## config.mk

```make
export PLATFORM = sky130hd
export DESIGN_NAME = backslash_escape_decoder
export DESIGN_NICKNAME = d
export VERILOG_FILES = /design/src/rtl/bed_pkg.sv /design/src/rtl/bed_front.sv /design/src/rtl/bed_queue.sv /design/src/rtl/bed_back.sv /design/src/rtl/backslash_escape_decoder.sv
export SDC_FILE = /design/constraint.sdc
export NUM_CORES = 1
export LEC_CHECK = 0
export ABC_CLOCK_PERIOD_IN_PS = 4780
export BUFFER_PORTS_ARGS = -buffer_cell sky130_fd_sc_hd__buf_4
export CORE_MARGIN = 2
export CORE_UTILIZATION = 55
export CTS_CLUSTER_DIAMETER = 60
export CTS_CLUSTER_SIZE = 28
export DETAILED_ROUTE_END_ITERATION = 16
export GPL_TIMING_DRIVEN = 0
export PLACE_DENSITY = 0.8
export SYNTH_ARGS = -nofsm -noshare
export SYNTH_HDL_FRONTEND = slang
export SYNTH_HIERARCHICAL = 1
export SYNTH_SLANG_ARGS = --single-unit
```

## constraint.sdc

```tcl
create_clock -name clk -period 4.78 [get_ports clk]
set_input_delay 0.956 -clock clk [delete_from_list [all_inputs] [get_ports clk]]
set_output_delay 0.956 -clock clk [all_outputs]
set_load 0.03 [all_outputs]
```

## src/rtl/bed_pkg.sv

```systemverilog
// shared types, widths and utf-8 helpers for the backslash escape decoder
package bed_pkg;

    localparam int BYTE_W      = 8;
    localparam int VAL_W       = 32;
    localparam int LEN_W       = 3;
    localparam int POS_W       = 3;
    localparam int TOTAL_W     = 4;
    localparam int QUEUE_DEPTH = 2;
    localparam int QPTR_W      = (QUEUE_DEPTH > 1) ? $clog2(QUEUE_DEPTH) : 1;
    localparam int QCNT_W      = $clog2(QUEUE_DEPTH + 1);
    localparam int CFG_INDEX_W = 1;

    // configuration register indexes
    localparam logic [CFG_INDEX_W-1:0] CFG_ESCAPE_ENABLE = 1'd0;
    localparam logic [CFG_INDEX_W-1:0] CFG_NO_NEWLINE    = 1'd1;

    // pending code: len 0 means nothing, len 1 with a raw byte is a plain byte
    typedef struct packed {
        logic [LEN_W-1:0] len;
        logic [VAL_W-1:0] val;
    } pend_t;

    // one work packet from the front end: pending code, one byte, then space/newline
    typedef struct packed {
        pend_t             pend;
        logic              b1_valid;
        logic [BYTE_W-1:0] b1;
        logic              tail_valid;
        logic [BYTE_W-1:0] tail;
    } job_t;

    function automatic logic [VAL_W-1:0] utf8_clip(input logic [VAL_W-1:0] v);
        utf8_clip = v[VAL_W-1] ? 32'h7FFF_FFFF : v;
    endfunction

    function automatic logic [LEN_W-1:0] utf8_len(input logic [VAL_W-1:0] v);
        if (v < 32'h80)
            utf8_len = 3'd1;
        else if (v < 32'h800)
            utf8_len = 3'd2;
        else if (v < 32'h1_0000)
            utf8_len = 3'd3;
        else if (v < 32'h20_0000)
            utf8_len = 3'd4;
        else if (v < 32'h400_0000)
            utf8_len = 3'd5;
        else
            utf8_len = 3'd6;
    endfunction

    function automatic logic [BYTE_W-1:0] utf8_lead(input logic [LEN_W-1:0] n);
        case (n)
            3'd2:    utf8_lead = 8'hC0;
            3'd3:    utf8_lead = 8'hE0;
            3'd4:    utf8_lead = 8'hF0;
            3'd5:    utf8_lead = 8'hF8;
            3'd6:    utf8_lead = 8'hFC;
            default: utf8_lead = 8'h00;
        endcase
    endfunction

    // byte k of the n-byte encoding of v
    function automatic logic [BYTE_W-1:0] utf8_byte(
        input logic [VAL_W-1:0] v,
        input logic [LEN_W-1:0] n,
        input logic [POS_W-1:0] k
    );
        logic [LEN_W-1:0] sh;
        logic [VAL_W-1:0] s;
        sh = n - 3'd1 - k;
        case (sh)
            3'd1:    s = v >> 6;
            3'd2:    s = v >> 12;
            3'd3:    s = v >> 18;
            3'd4:    s = v >> 24;
            3'd5:    s = v >> 30;
            default: s = v;
        endcase
        if (k == '0)
            utf8_byte = utf8_lead(n) | s[BYTE_W-1:0];
        else
            utf8_byte = {2'b10, s[5:0]};
    endfunction

endpackage

```

## src/rtl/bed_front.sv

```systemverilog
// front end: parses escapes per transaction and builds one work packet
module bed_front (
    input  logic          clk,
    input  logic          rst_n,
    input  logic          in_fire,
    input  logic [7:0]    data_byte,
    input  logic          has_byte,
    input  logic          end_of_word,
    input  logic          end_of_line,
    input  logic          escape_enable,
    input  logic          no_newline,
    output logic          push,
    output bed_pkg::job_t job
);
    import bed_pkg::*;

    typedef enum logic [2:0] {
        MODE_NORMAL,
        MODE_BSLASH,
        MODE_OCTAL,
        MODE_HEX,
        MODE_UNI
    } mode_t;

    localparam logic [7:0] CH_BSLASH  = 8'h5C;
    localparam logic [7:0] CH_A       = 8'h61;
    localparam logic [7:0] CH_B       = 8'h62;
    localparam logic [7:0] CH_C       = 8'h63;
    localparam logic [7:0] CH_E_LO    = 8'h65;
    localparam logic [7:0] CH_E_UP    = 8'h45;
    localparam logic [7:0] CH_F       = 8'h66;
    localparam logic [7:0] CH_N       = 8'h6E;
    localparam logic [7:0] CH_R       = 8'h72;
    localparam logic [7:0] CH_T       = 8'h74;
    localparam logic [7:0] CH_V       = 8'h76;
    localparam logic [7:0] CH_ZERO    = 8'h30;
    localparam logic [7:0] CH_X       = 8'h78;
    localparam logic [7:0] CH_U_LO    = 8'h75;
    localparam logic [7:0] CH_U_UP    = 8'h55;
    localparam logic [7:0] CH_SPACE   = 8'h20;
    localparam logic [7:0] CH_NEWLINE = 8'h0A;
    localparam logic [7:0] CODE_BEL   = 8'h07;
    localparam logic [7:0] CODE_BS    = 8'h08;
    localparam logic [7:0] CODE_ESC   = 8'h1B;
    localparam logic [7:0] CODE_FF    = 8'h0C;
    localparam logic [7:0] CODE_CR    = 8'h0D;
    localparam logic [7:0] CODE_TAB   = 8'h09;
    localparam logic [7:0] CODE_VT    = 8'h0B;

    mode_t       mode_reg, mode_next;
    logic [3:0]  digits_reg, digits_next;
    logic [31:0] acc_reg, acc_next;
    logic        silenced_reg, silenced_next;

    logic        dig_valid;
    logic [3:0]  dig_val;
    logic        dig_ok;
    logic [31:0] acc_shift;
    logic        set_mute;
    pend_t       fin_eow;

    // {valid, value} of a hex digit character
    function automatic logic [4:0] hex_digit(input logic [7:0] c);
        if (c >= 8'h30 && c <= 8'h39)
            hex_digit = {1'b1, 4'(c - 8'h30)};
        else if (c >= 8'h61 && c <= 8'h66)
            hex_digit = {1'b1, 4'(c - 8'h57)};
        else if (c >= 8'h41 && c <= 8'h46)
            hex_digit = {1'b1, 4'(c - 8'h37)};
        else
            hex_digit = 5'd0;
    endfunction

    // what a pending escape emits when it is closed
    function automatic pend_t finish(input mode_t m, input logic [31:0] a);
        pend_t p;
        p = '0;
        case (m)
            MODE_BSLASH:
            begin
                p.len = 3'd1;
                p.val = {24'd0, CH_BSLASH};
            end
            MODE_OCTAL, MODE_HEX:
            begin
                p.len = 3'd1;
                p.val = {24'd0, a[7:0]};
            end
            MODE_UNI:
            begin
                p.val = utf8_clip(a);
                p.len = utf8_len(p.val);
            end
            default: p = '0;
        endcase
        finish = p;
    endfunction

    assign {dig_valid, dig_val} = hex_digit(data_byte);

    always_comb
    begin
        case (mode_reg)
            MODE_OCTAL: acc_shift = {24'd0, acc_reg[4:0], dig_val[2:0]};
            MODE_HEX:   acc_shift = {24'd0, acc_reg[3:0], dig_val};
            default:    acc_shift = {acc_reg[27:0], dig_val};
        endcase
    end

    assign dig_ok = dig_valid && (digits_reg != 4'd0)
                    && !((mode_reg == MODE_OCTAL) && dig_val[3]);

    always_comb
    begin
        mode_next     = mode_reg;
        digits_next   = digits_reg;
        acc_next      = acc_reg;
        job           = '0;
        set_mute      = 1'b0;
        fin_eow       = '0;

        if (has_byte)
        begin
            if (escape_enable)
            begin
                if ((mode_reg == MODE_OCTAL) || (mode_reg == MODE_HEX) || (mode_reg == MODE_UNI))
                begin
                    if (dig_ok)
                    begin
                        if (digits_reg == 4'd1)
                        begin
                            job.pend    = finish(mode_reg, acc_shift);
                            mode_next   = MODE_NORMAL;
                            digits_next = 4'd0;
                            acc_next    = 32'd0;
                        end
                        else
                        begin
                            digits_next = digits_reg - 4'd1;
                            acc_next    = acc_shift;
                        end
                    end
                    else
                    begin
                        // digit run ends here, byte handled as text below
                        job.pend    = finish(mode_reg, acc_reg);
                        mode_next   = MODE_NORMAL;
                        digits_next = 4'd0;
                        acc_next    = 32'd0;
                    end
                end

                if (!(dig_ok && ((mode_reg == MODE_OCTAL) || (mode_reg == MODE_HEX)
                                 || (mode_reg == MODE_UNI))))
                begin
                    if (mode_next == MODE_BSLASH)
                    begin
                        mode_next    = MODE_NORMAL;
                        job.b1_valid = 1'b1;
                        unique case (data_byte) inside
                            CH_A:             job.b1 = CODE_BEL;
                            CH_B:             job.b1 = CODE_BS;
                            CH_E_LO, CH_E_UP: job.b1 = CODE_ESC;
                            CH_F:             job.b1 = CODE_FF;
                            CH_N:             job.b1 = CH_NEWLINE;
                            CH_R:             job.b1 = CODE_CR;
                            CH_T:             job.b1 = CODE_TAB;
                            CH_V:             job.b1 = CODE_VT;
                            CH_BSLASH:        job.b1 = CH_BSLASH;
                            CH_C:
                            begin
                                job.b1_valid = 1'b0;
                                set_mute     = 1'b1;
                            end
                            CH_ZERO:
                            begin
                                job.b1_valid = 1'b0;
                                mode_next    = MODE_OCTAL;
                                digits_next  = 4'd3;
                                acc_next     = 32'd0;
                            end
                            CH_X:
                            begin
                                job.b1_valid = 1'b0;
                                mode_next    = MODE_HEX;
                                digits_next  = 4'd2;
                                acc_next     = 32'd0;
                            end
                            CH_U_LO:
                            begin
                                job.b1_valid = 1'b0;
                                mode_next    = MODE_UNI;
                                digits_next  = 4'd4;
                                acc_next     = 32'd0;
                            end
                            CH_U_UP:
                            begin
                                job.b1_valid = 1'b0;
                                mode_next    = MODE_UNI;
                                digits_next  = 4'd8;
                                acc_next     = 32'd0;
                            end
                            default:          job.b1 = data_byte;
                        endcase
                    end
                    else if (data_byte == CH_BSLASH)
                    begin
                        mode_next = MODE_BSLASH;
                    end
                    else
                    begin
                        mode_next    = MODE_NORMAL;
                        job.b1_valid = 1'b1;
                        job.b1       = data_byte;
                    end
                end
            end
            else
            begin
                // escapes off: close anything pending, pass byte through
                job.pend     = finish(mode_reg, acc_reg);
                mode_next    = MODE_NORMAL;
                digits_next  = 4'd0;
                acc_next     = 32'd0;
                job.b1_valid = 1'b1;
                job.b1       = data_byte;
            end
        end

        if (end_of_word || end_of_line)
        begin
            fin_eow = finish(mode_next, acc_next);
            // only a lone backslash can be left open after an earlier close
            if (fin_eow.len != '0)
            begin
                if (job.pend.len == '0)
                begin
                    job.pend = fin_eow;
                end
                else
                begin
                    job.b1_valid = 1'b1;
                    job.b1       = fin_eow.val[7:0];
                end
            end
            mode_next   = MODE_NORMAL;
            digits_next = 4'd0;
            acc_next    = 32'd0;
            if (end_of_line)
            begin
                job.tail_valid = !no_newline;
                job.tail       = CH_NEWLINE;
            end
            else
            begin
                job.tail_valid = 1'b1;
                job.tail       = CH_SPACE;
            end
        end

        silenced_next = end_of_line ? 1'b0 : (silenced_reg | set_mute);
    end

    assign push = in_fire && !(silenced_reg || set_mute)
                  && ((job.pend.len != '0) || job.b1_valid || job.tail_valid);

    always_ff @(posedge clk or negedge rst_n)
    begin
        if (!rst_n)
        begin
            mode_reg     <= MODE_NORMAL;
            digits_reg   <= 4'd0;
            acc_reg      <= 32'd0;
            silenced_reg <= 1'b0;
        end
        else if (in_fire)
        begin
            mode_reg     <= mode_next;
            digits_reg   <= digits_next;
            acc_reg      <= acc_next;
            silenced_reg <= silenced_next;
        end
    end

    // digit modes always have digits left, other modes none
    a_digits_match_mode: assert property (@(posedge clk) disable iff (!rst_n)
        ((mode_reg == MODE_OCTAL) || (mode_reg == MODE_HEX) || (mode_reg == MODE_UNI))
        == (digits_reg != 4'd0))
        else $error("digit count out of step with parse mode");

endmodule

```

## src/rtl/bed_queue.sv

```systemverilog
// small register queue of work packets between front and back end
module bed_queue (
    input  logic          clk,
    input  logic          rst_n,
    input  logic          push,
    input  bed_pkg::job_t push_job,
    output logic          not_full,
    input  logic          pop,
    output logic          head_valid,
    output bed_pkg::job_t head_job
);
    import bed_pkg::*;

    job_t              mem_reg [QUEUE_DEPTH];
    logic [QPTR_W-1:0] wr_ptr_reg, wr_ptr_next;
    logic [QPTR_W-1:0] rd_ptr_reg, rd_ptr_next;
    logic [QCNT_W-1:0] count_reg, count_next;

    assign not_full   = (count_reg != QCNT_W'(QUEUE_DEPTH));
    assign head_valid = (count_reg != '0);
    assign head_job   = mem_reg[rd_ptr_reg];

    always_comb
    begin
        wr_ptr_next = wr_ptr_reg;
        rd_ptr_next = rd_ptr_reg;
        count_next  = count_reg;
        if (push)
            wr_ptr_next = (wr_ptr_reg == QPTR_W'(QUEUE_DEPTH - 1)) ? '0 : wr_ptr_reg + 1'b1;
        if (pop)
            rd_ptr_next = (rd_ptr_reg == QPTR_W'(QUEUE_DEPTH - 1)) ? '0 : rd_ptr_reg + 1'b1;
        if (push && !pop)
            count_next = count_reg + 1'b1;
        else if (pop && !push)
            count_next = count_reg - 1'b1;
    end

    always_ff @(posedge clk or negedge rst_n)
    begin
        if (!rst_n)
        begin
            wr_ptr_reg <= '0;
            rd_ptr_reg <= '0;
            count_reg  <= '0;
        end
        else
        begin
            wr_ptr_reg <= wr_ptr_next;
            rd_ptr_reg <= rd_ptr_next;
            count_reg  <= count_next;
        end
    end

    always_ff @(posedge clk)
    begin
        if (push)
            mem_reg[wr_ptr_reg] <= push_job;
    end

    a_count_bound: assert property (@(posedge clk) disable iff (!rst_n)
        count_reg <= QCNT_W'(QUEUE_DEPTH))
        else $error("queue count beyond depth");

    a_no_pop_empty: assert property (@(posedge clk) disable iff (!rst_n)
        pop |-> head_valid)
        else $error("pop from empty queue");

endmodule

```

## src/rtl/bed_back.sv

```systemverilog
// back end: expands a work packet into output bytes, one per cycle unless out_ready stalls
module bed_back (
    input  logic          clk,
    input  logic          rst_n,
    input  logic          q_valid,
    input  bed_pkg::job_t q_job,
    output logic          q_pop,
    output logic          out_valid,
    input  logic          out_ready,
    output logic [7:0]    out_byte,
    output logic          last_of_run
);
    import bed_pkg::*;

    job_t               cur_job_reg;
    logic               cur_valid_reg;
    logic [POS_W-1:0]   pos_reg;
    logic               out_valid_reg;
    logic [BYTE_W-1:0]  out_byte_reg;
    logic               out_last_reg;

    logic [TOTAL_W-1:0] cur_total;
    logic               cur_last;
    logic [BYTE_W-1:0]  cur_byte;
    logic               advance;

    assign cur_total = TOTAL_W'(cur_job_reg.pend.len)
                       + TOTAL_W'(cur_job_reg.b1_valid)
                       + TOTAL_W'(cur_job_reg.tail_valid);
    assign cur_last  = ((TOTAL_W'(pos_reg) + 1'b1) == cur_total);

    // code bytes first, then the single byte, then space or newline
    always_comb
    begin
        if (pos_reg < cur_job_reg.pend.len)
            cur_byte = utf8_byte(cur_job_reg.pend.val, cur_job_reg.pend.len, pos_reg);
        else if (cur_job_reg.b1_valid && (pos_reg == cur_job_reg.pend.len))
            cur_byte = cur_job_reg.b1;
        else
            cur_byte = cur_job_reg.tail;
    end

    assign advance = cur_valid_reg && (!out_valid_reg || out_ready);
    assign q_pop   = q_valid && (!cur_valid_reg || (advance && cur_last));

    always_ff @(posedge clk or negedge rst_n)
    begin
        if (!rst_n)
        begin
            cur_valid_reg <= 1'b0;
            pos_reg       <= '0;
            out_valid_reg <= 1'b0;
        end
        else
        begin
            if (advance)
                out_valid_reg <= 1'b1;
            else if (out_ready)
                out_valid_reg <= 1'b0;

            if (q_pop)
            begin
                cur_valid_reg <= 1'b1;
                pos_reg       <= '0;
            end
            else if (advance)
            begin
                if (cur_last)
                    cur_valid_reg <= 1'b0;
                else
                    pos_reg <= pos_reg + 1'b1;
            end
        end
    end

    always_ff @(posedge clk)
    begin
        if (q_pop)
            cur_job_reg <= q_job;
        if (advance)
        begin
            out_byte_reg <= cur_byte;
            out_last_reg <= cur_last;
        end
    end

    assign out_valid   = out_valid_reg;
    assign out_byte    = out_byte_reg;
    assign last_of_run = out_last_reg;

    a_pos_in_range: assert property (@(posedge clk) disable iff (!rst_n)
        cur_valid_reg |-> (TOTAL_W'(pos_reg) < cur_total))
        else $error("byte position past end of packet");

endmodule

```

## src/rtl/backslash_escape_decoder.sv

```systemverilog
// top level of the backslash escape decoder: config registers, front, queue, back
// path: an input transaction goes into the packet queue, then the back end's packet register, then the output register
// throughput: one result byte per cycle while out_ready does not stall; an input transaction with k result
//   bytes holds the output serializer for all k bytes, a silent one costs none
// input is taken every cycle while the 2-entry packet queue has room
// reset: rst_n async active low clears parse state, config, queue and output
module backslash_escape_decoder (
    input  logic       clk,
    input  logic       rst_n,
    // input byte channel
    input  logic       in_valid,
    output logic       in_ready,
    input  logic [7:0] data_byte,
    input  logic       has_byte,
    input  logic       end_of_word,
    input  logic       end_of_line,
    // output byte channel
    output logic       out_valid,
    input  logic       out_ready,
    output logic [7:0] out_byte,
    output logic       last_of_run,
    // configuration write channel
    input  logic       cfg_valid,
    output logic       cfg_ready,
    input  logic [bed_pkg::CFG_INDEX_W-1:0] cfg_index,
    input  logic       cfg_data
);
    import bed_pkg::*;

    logic escape_enable_reg;
    logic no_newline_reg;
    logic in_fire;
    logic push;
    logic q_not_full;
    logic q_valid;
    logic q_pop;
    job_t front_job;
    job_t head_job;

    // config writes are registered and always accepted
    assign cfg_ready = 1'b1;

    always_ff @(posedge clk or negedge rst_n)
    begin
        if (!rst_n)
        begin
            escape_enable_reg <= 1'b0;
            no_newline_reg    <= 1'b0;
        end
        else if (cfg_valid)
        begin
            case (cfg_index)
                CFG_ESCAPE_ENABLE: escape_enable_reg <= cfg_data;
                CFG_NO_NEWLINE:    no_newline_reg    <= cfg_data;
                default:           ;
            endcase
        end
    end

    // input transaction taken whenever the queue can absorb a packet
    assign in_ready = q_not_full;
    assign in_fire  = in_valid && in_ready;

    // front end classifies the byte and tracks escape state
    bed_front u_front (
        .clk          (clk),
        .rst_n        (rst_n),
        .in_fire      (in_fire),
        .data_byte    (data_byte),
        .has_byte     (has_byte),
        .end_of_word  (end_of_word),
        .end_of_line  (end_of_line),
        .escape_enable(escape_enable_reg),
        .no_newline   (no_newline_reg),
        .push         (push),
        .job          (front_job)
    );

    // decouples parsing from byte expansion
    bed_queue u_queue (
        .clk       (clk),
        .rst_n     (rst_n),
        .push      (push),
        .push_job  (front_job),
        .not_full  (q_not_full),
        .pop       (q_pop),
        .head_valid(q_valid),
        .head_job  (head_job)
    );

    // back end serializes utf-8 bytes, plain byte and separator
    bed_back u_back (
        .clk        (clk),
        .rst_n      (rst_n),
        .q_valid    (q_valid),
        .q_job      (head_job),
        .q_pop      (q_pop),
        .out_valid  (out_valid),
        .out_ready  (out_ready),
        .out_byte   (out_byte),
        .last_of_run(last_of_run)
    );

endmodule

```

==> qor.yml, run 1 <==
run_status:
  outcome: "finished, final reports clean"
synth:
  ys.warnings.count: 6
  ys.flop_type: "edfxtp_1"
  ys_async_sr_fraction_pct: 23.3
  ys_ff_latch: 219
  synth_edf_count: 168
  syn_inst: 1066
  syn_area_mm2: 0.0121
  seq_area_frac_synth_pct: 52.4
  ys_types: 85
  syn_avg_cell_area_um2: 11.3
detailed_routing:
  vias: 9210
  viasPerCell: 6.50
  ant_nets: 0
  drc: 0
  wl_mm: 32.7
  wl_per_cell_um: 23.1
  drt_pass1_iterations: 5
  dr.first_iter.drc_count: 1176
worst_setup_path:
  worstPathMaxFanout: 8
  critical_path.max_stage_delay_ns: 0.65
  startpoint_type: "input port"
  r2r_setup_slack_ns: 0.41
  reg2regPathDepth: 12
  rr_startpoint: "u_front/mode_reg[2]"
  crit_chain: "buf_4 > inv_1 > ha_1 > nor3b_1 > a21oi_1 > and3b_1 > clkbuf_1 > and3_1 > a211oi_1 > nor3_1 > o2bb2ai_1 > o22a_1 > o31a_1 > ha_1 > xor2_1 > nor2_1 > xor2_1"
  cp.arrival_ns: 4.95
  endpoint_kind: "flip-flop"
  critPathTopFamily: "compound AO/OA/AOI/OAI gates"
  timing.rr.end: "u_queue/mem_reg[0][8]"
  path_class: "input port to flip-flop"
  critPathSlowestCell: "a211oi_1"
  worstPathRequired_ns: 5.23
  crit_buf_inv: 3
die:
  die_w_um: 152
  io-pin-count: 30
  die_y_um: 152
  start_util_pct: 55.7
  core_mm2: 0.0217
  die_area_mm2: 0.0231
  num_rows: 54
hold_path:
  hold_path.class: "flip-flop to flip-flop"
  min_to: "u_queue/count_reg[1]"
  min_from: "u_queue/count_reg[1]"
  holdPathStages: 1
final_layout:
  final_nets: 1159
  drive_above_1_share_pct: 15.3
  fin_area_mm2: 0.0134
  synthToLayoutAreaGrowth_pct: 11.3
  largest_reg_flops: 106
  multi_input_area_mm2: 0.00526
  final_common_cell: "edfxtp_1"
  register_area_mm2: 0.00632
  fillerInstances: 1707
  final_cell_mix: "edfxtp_1 (168), nand2_1 (93), o21ai_0 (58)"
  antenna_cells: 0
global_routing:
  track_usage_pct: 27.5
  first_global_vias: 8859
  grt_overflow: 0
  grt_antenna_before_repair: 0
  grt_pass1_wl_mm: 50.7
  grt_max_degree: 54
clocking:
  hold_buffers: 0
  clock-root-buffer: "clkbuf_16"
  path_clk_slew_ns: 0.09
  cts_buffers: 18
  cts_tree: "yes"
  cts_buffer_depth: 3
  insertion_delay_ns: 0.52
  htree_levels: 1
  cts.sinks: 219
power:
  total_leakage_power_nw: 4.84
  finalPower_mw: 7.06
  power_density_mw_per_mm2: 526
  vdd_drop_max_v: 0.000384
sta:
  rsz0062_at_grt: "false"
  finalCritPeriodShare_pct: 94.3
  fmax_mhz: 222
  layout_min_cycle_time_ns: 4.51
  tightest_slew_ns: 0.852
  holdWs_ns: 0.493
  slew_headroom_pct: 42.6
  finalSetupViolCount: 0
  worst_slack_ns: 0.274
  slew_viol_final: 0
  hold_violations: 0
  finalClockSkew_ns: 0.0268
place:
  gp_congestion: 0.969
  place_ws_ns: -0.757
  postPlaceCellArea_mm2: 0.0127
  place_hpwl_mm: 22.7
  io_buffer_count: 27
run:
  drv_cap: 0
## worst register-to-register path: cells and delay by family, from the launching register on
kind	cells	cell delay, ns
buf+inv	2	0.43
flops	1	0.32
simple gates	5	1.59
compound gates	5	1.69
## area by class of cell
| type | instances | share of cell area [%] |
|---|---|---|
| flip-flops and latches | 219 | 47.0 |
| multi-input cells | 744 | 39.1 |
| clock buffers | 18 | 3.35 |
| plain buffers | 78 | 3.23 |
| well taps | 280 | 2.61 |
| repair buffers | 31 | 1.92 |
| clock inverters | 14 | 1.85 |
| inverters | 32 | 0.894 |
## per-layer routing
layer  up-vias  share of wire [%]  wire length, µm  GRT usage [%]
met4         0                3.6             1180           9.84
met5         -                  0                0              0
met2       480                 47            15400           43.9
met1      4479                 41            13500           38.4
met3        86                8.1             2650           4.66
li1       4165                  -                -              -
## Yosys cell counts, drive strengths merged (16+ instances only)
cell	n	area, µm²
o22ai	49	307
edfxtp	168	5040
inv	32	120
nor2b	23	144
nand2	93	349
dfrtp	51	1280
a22oi	16	120
o21ai	70	350
mux2	59	852
nor2	57	214
clkbuf	48	180
a22o	16	140
nand3	21	105
buf	30	254
o31ai	22	165
mux2i	22	220
a21oi	55	275
## cells by family (layout without fill, tap and decap cells)
logic type / Yosys count / count (layout) / share of synthesized area (%)
other: 2 / 7 / 0.0622
buffers and inverters: 110 / 173 / 4.59
multiplexers: 81 / 81 / 8.88
XOR/XNOR: 18 / 18 / 1.46
AO/OA/AOI/OAI: 317 / 317 / 17.6
flip-flops: 219 / 219 / 52.4
AND/OR/NAND/NOR: 302 / 304 / 13.1
adder cells (fa/ha/maj): 17 / 17 / 1.89
## worst max path at each step
stage,depth (start not counted),startpoint,endpoint
after floorplan,11,data_byte[5],u_queue/mem_reg[0][0]
after global placement,12,data_byte[0],u_queue/mem_reg[0][49]
after detailed placement,12,data_byte[0],u_queue/mem_reg[1][47]
after CTS,12,data_byte[0],u_queue/mem_reg[0][8]
after global routing,13,data_byte[1],u_queue/mem_reg[0][8]
final,17,data_byte[1],u_queue/count_reg[1]
## power breakdown
group          total (mW)  leakage, nW  switching [mW]  internal [mW]
sequential           2.81         2.25           0.195           2.62
clock                1.66        0.333           0.863          0.798
combinational        2.59         2.25            1.50           1.09
## per-stage QoR
| stage | util, % | setup TNS (ns) | std cells |
|---|---|---|---|
| after global routing | 62.0 | 0 | 1416 |
| after CTS | 61.8 | 0 | 1413 |
| final | 62.0 | 0 | 1416 |
| after detailed placement | 58.5 | -68.48 | 1380 |
| after global placement | 58.3 | -85.75 | 1378 |
| after floorplan | - | 0 | 1071 |
## timing repair
action | 4_1_cts | 5_1_grt
gates cloned | 1 | 1
setup endpoints to repair | 79 | 93
resized for setup | 1 | 3
setup buffers | 0 | 2
Power figures use the tool's default switching activity.
==> run 2: changes to the inputs <==
- ABC_CLOCK_PERIOD_IN_PS: 4780 -> not set
- PLACE_DENSITY: 0.8 -> 0.78
- clock period: 4.78 -> 4.4 ns (I/O delays scaled with it)
==> qor.yml, run 2 (synthesis gave the netlist of run 1 again) <==
global_routing:
  first_global_vias: 8854  # -0.056%
  grt_pass1_wl_mm: 50.5  # -0.37%
  grt_overflow: 0  # unchanged
  grt_max_degree: 52  # -3.7%
  grt_antenna_before_repair: 0  # unchanged
  track_usage_pct: 27.4  # -0.079 points
sta:
  tightest_slew_ns: 0.868  # +0.0166 ns
  worst_slack_ns: 0.163  # -0.111 ns
  finalClockSkew_ns: 0.0314  # +0.00462 ns
  fin_tns_setup_ns: 0  # unchanged
  hold_violations: 0  # unchanged
  finalCritPeriodShare_pct: 96.3
  finalSetupViolCount: 0  # unchanged
  slew_viol_final: 0  # unchanged
  holdWs_ns: 0.431  # -0.0626 ns
  layout_min_cycle_time_ns: 4.24
  slew_headroom_pct: 41.9  # -0.72 points
  fmax_mhz: 236
final_layout:
  final-instance-count-excl-fill: 1421  # +0.35%
  largest_reg_flops: 106  # unchanged
  final_cell_mix: "edfxtp_1 (168), nand2_1 (93), o21ai_0 (58)"
  register_area_mm2: 0.00632  # unchanged
  drive_above_1_share_pct: 16.2  # +0.90 points
  final_nets: 1165  # +0.52%
  synthToLayoutAreaGrowth_pct: 11.3  # about the same
  finish.utilization_pct: 62.0  # about the same
  fin_area_mm2: 0.0134  # about the same
  antenna_cells: 0  # unchanged
  fillerInstances: 1757  # +2.9%
  multi_input_area_mm2: 0.00529  # +0.62%
  final_common_cell: "edfxtp_1"
clocking:
  cts.sinks: 219  # unchanged
  cts_buffers: 17  # -1
  cts_buffer_depth: 3  # unchanged
  insertion_delay_ns: 0.51  # about the same
  htree_levels: 1  # unchanged
  hold_buffers: 0  # unchanged
  path_clk_slew_ns: 0.09  # about the same
  clock-root-buffer: "clkbuf_16"
  cts_tree: "yes"
worst_setup_path:
  crit_chain: "buf_4 > inv_1 > ha_1 > nor3b_1 > a21oi_1 > and3b_1 > clkbuf_1 > and3_2 > a211oi_2 > nor3_1 > o2bb2ai_2 > o22a_1 > o31a_1 > buf_4 > ha_1 > xor2_1 > nor2_1 > xor2_1"
  endpoint_kind: "flip-flop"
  path_class: "input port to flip-flop"
  critPathSlowestCell: "o31a_1"
  cp.arrival_ns: 4.67  # -0.28 ns
  critical_path.max_stage_delay_ns: 0.42  # -0.23 ns
  worstPathMaxFanout: 8  # unchanged
  worstPathRequired_ns: 4.83  # -0.40 ns
  startpoint_type: "input port"
power:
  finalPower_mw: 7.46  # +5.7%
  power_density_mw_per_mm2: 555  # +5.7%
  total_leakage_power_nw: 4.85  # about the same
  vdd_drop_max_v: 0.000317  # -17%
place:
  io_buffer_count: 27  # unchanged
  place_ws_ns: -1.17  # -0.408 ns
  dp_cells: 1381  # +0.072%
  gp_congestion: 0.969  # about the same
  postPlaceCellArea_mm2: 0.0127  # +0.28%
  place_hpwl_mm: 23.2  # +2.5%
detailed_routing:
  wl_per_cell_um: 22.6  # -2.1%
  drc: 0  # unchanged
  viasPerCell: 6.48  # -0.31%
  dr.first_iter.drc_count: 1236  # +5.1%
  drt_pass1_iterations: 6  # +1
  wl_mm: 32.2  # -1.7%
  ant_nets: 0  # unchanged
  vias: 9214  # +0.043%
die:
  core_mm2: 0.0217  # unchanged
  die_w_um: 152  # unchanged
  io-pin-count: 30  # unchanged
  num_rows: 54  # unchanged
  start_util_pct: 55.7  # unchanged
  die_y_um: 152  # unchanged
  die_area_mm2: 0.0231  # unchanged
run:
  drv_cap: 0  # unchanged
run_status:
  outcome: "finished, final reports clean"
hold_path:
  hold_path.class: "input port to asynchronous set/reset pin"
## run 2: final cells by class
type	instances	share of cell area, %
Buffer	78	3.24
Clock buffer	17	3.17
Clock inverter	13	1.18
Inverter	32	0.894
Multi-Input combinational cell	744	39.4
Sequential cell	219	47.0
Tap cell	280	2.61
Timing Repair Buffer	38	2.51
## run 2: worst paths after layout
path	from	depth (start not counted)	slack, ns	end
worst max-delay path	data_byte[1]	18	0.16	u_queue/count_reg[1]
worst min-delay path	rst_n	1	0.43	u_front/acc_reg[15]
worst max register to register	u_front/mode_reg[1]	14	0.23	u_queue/mem_reg[0][32]
worst min register to register	u_queue/count_reg[1]	1	0.51	u_queue/count_reg[1]
max in group asynchronous	rst_n	1	3.46	u_front/acc_reg[22]
min in group clk	u_queue/count_reg[1]	1	0.51	u_queue/count_reg[1]
## run 2: timing repair
item / 4_1_cts / 5_1_grt
endpoints found under the setup margin: 106 / 107
resized for setup: 3 / 9
pin swaps: 1 / 2
setup buffers: 1 / 7
endpoints found under the hold margin: 0 / 0
gates cloned: 2 / 0
## run 2: routing by layer
layer,wire [µm],global-route usage [%],vias to the layer above
li1,-,-,4192
met1,13500,38.8,4467
met2,15100,44.3,477
met3,2440,3.53,78
met4,1100,9.39,0
met5,0,0,-
## run 2: power breakdown
part / switching [mW] / leakage [nW] / internal, mW / total [mW]
sequential: 0.205 / 2.25 / 2.84 / 3.05
combinational: 1.63 / 2.31 / 1.21 / 2.83
clock: 0.808 / 0.284 / 0.771 / 1.58
total: 2.64 / 4.85 / 4.82 / 7.46
## run 2: worst max-delay path: cells and delay by family
family                   cells  cell delay (ns)
buffers and inverters        4             0.61
AND/OR/NAND/NOR              5             0.96
XOR/XNOR                     2             0.31
adder cells (fa/ha/maj)      2             0.48
AO/OA/AOI/OAI                5             1.43
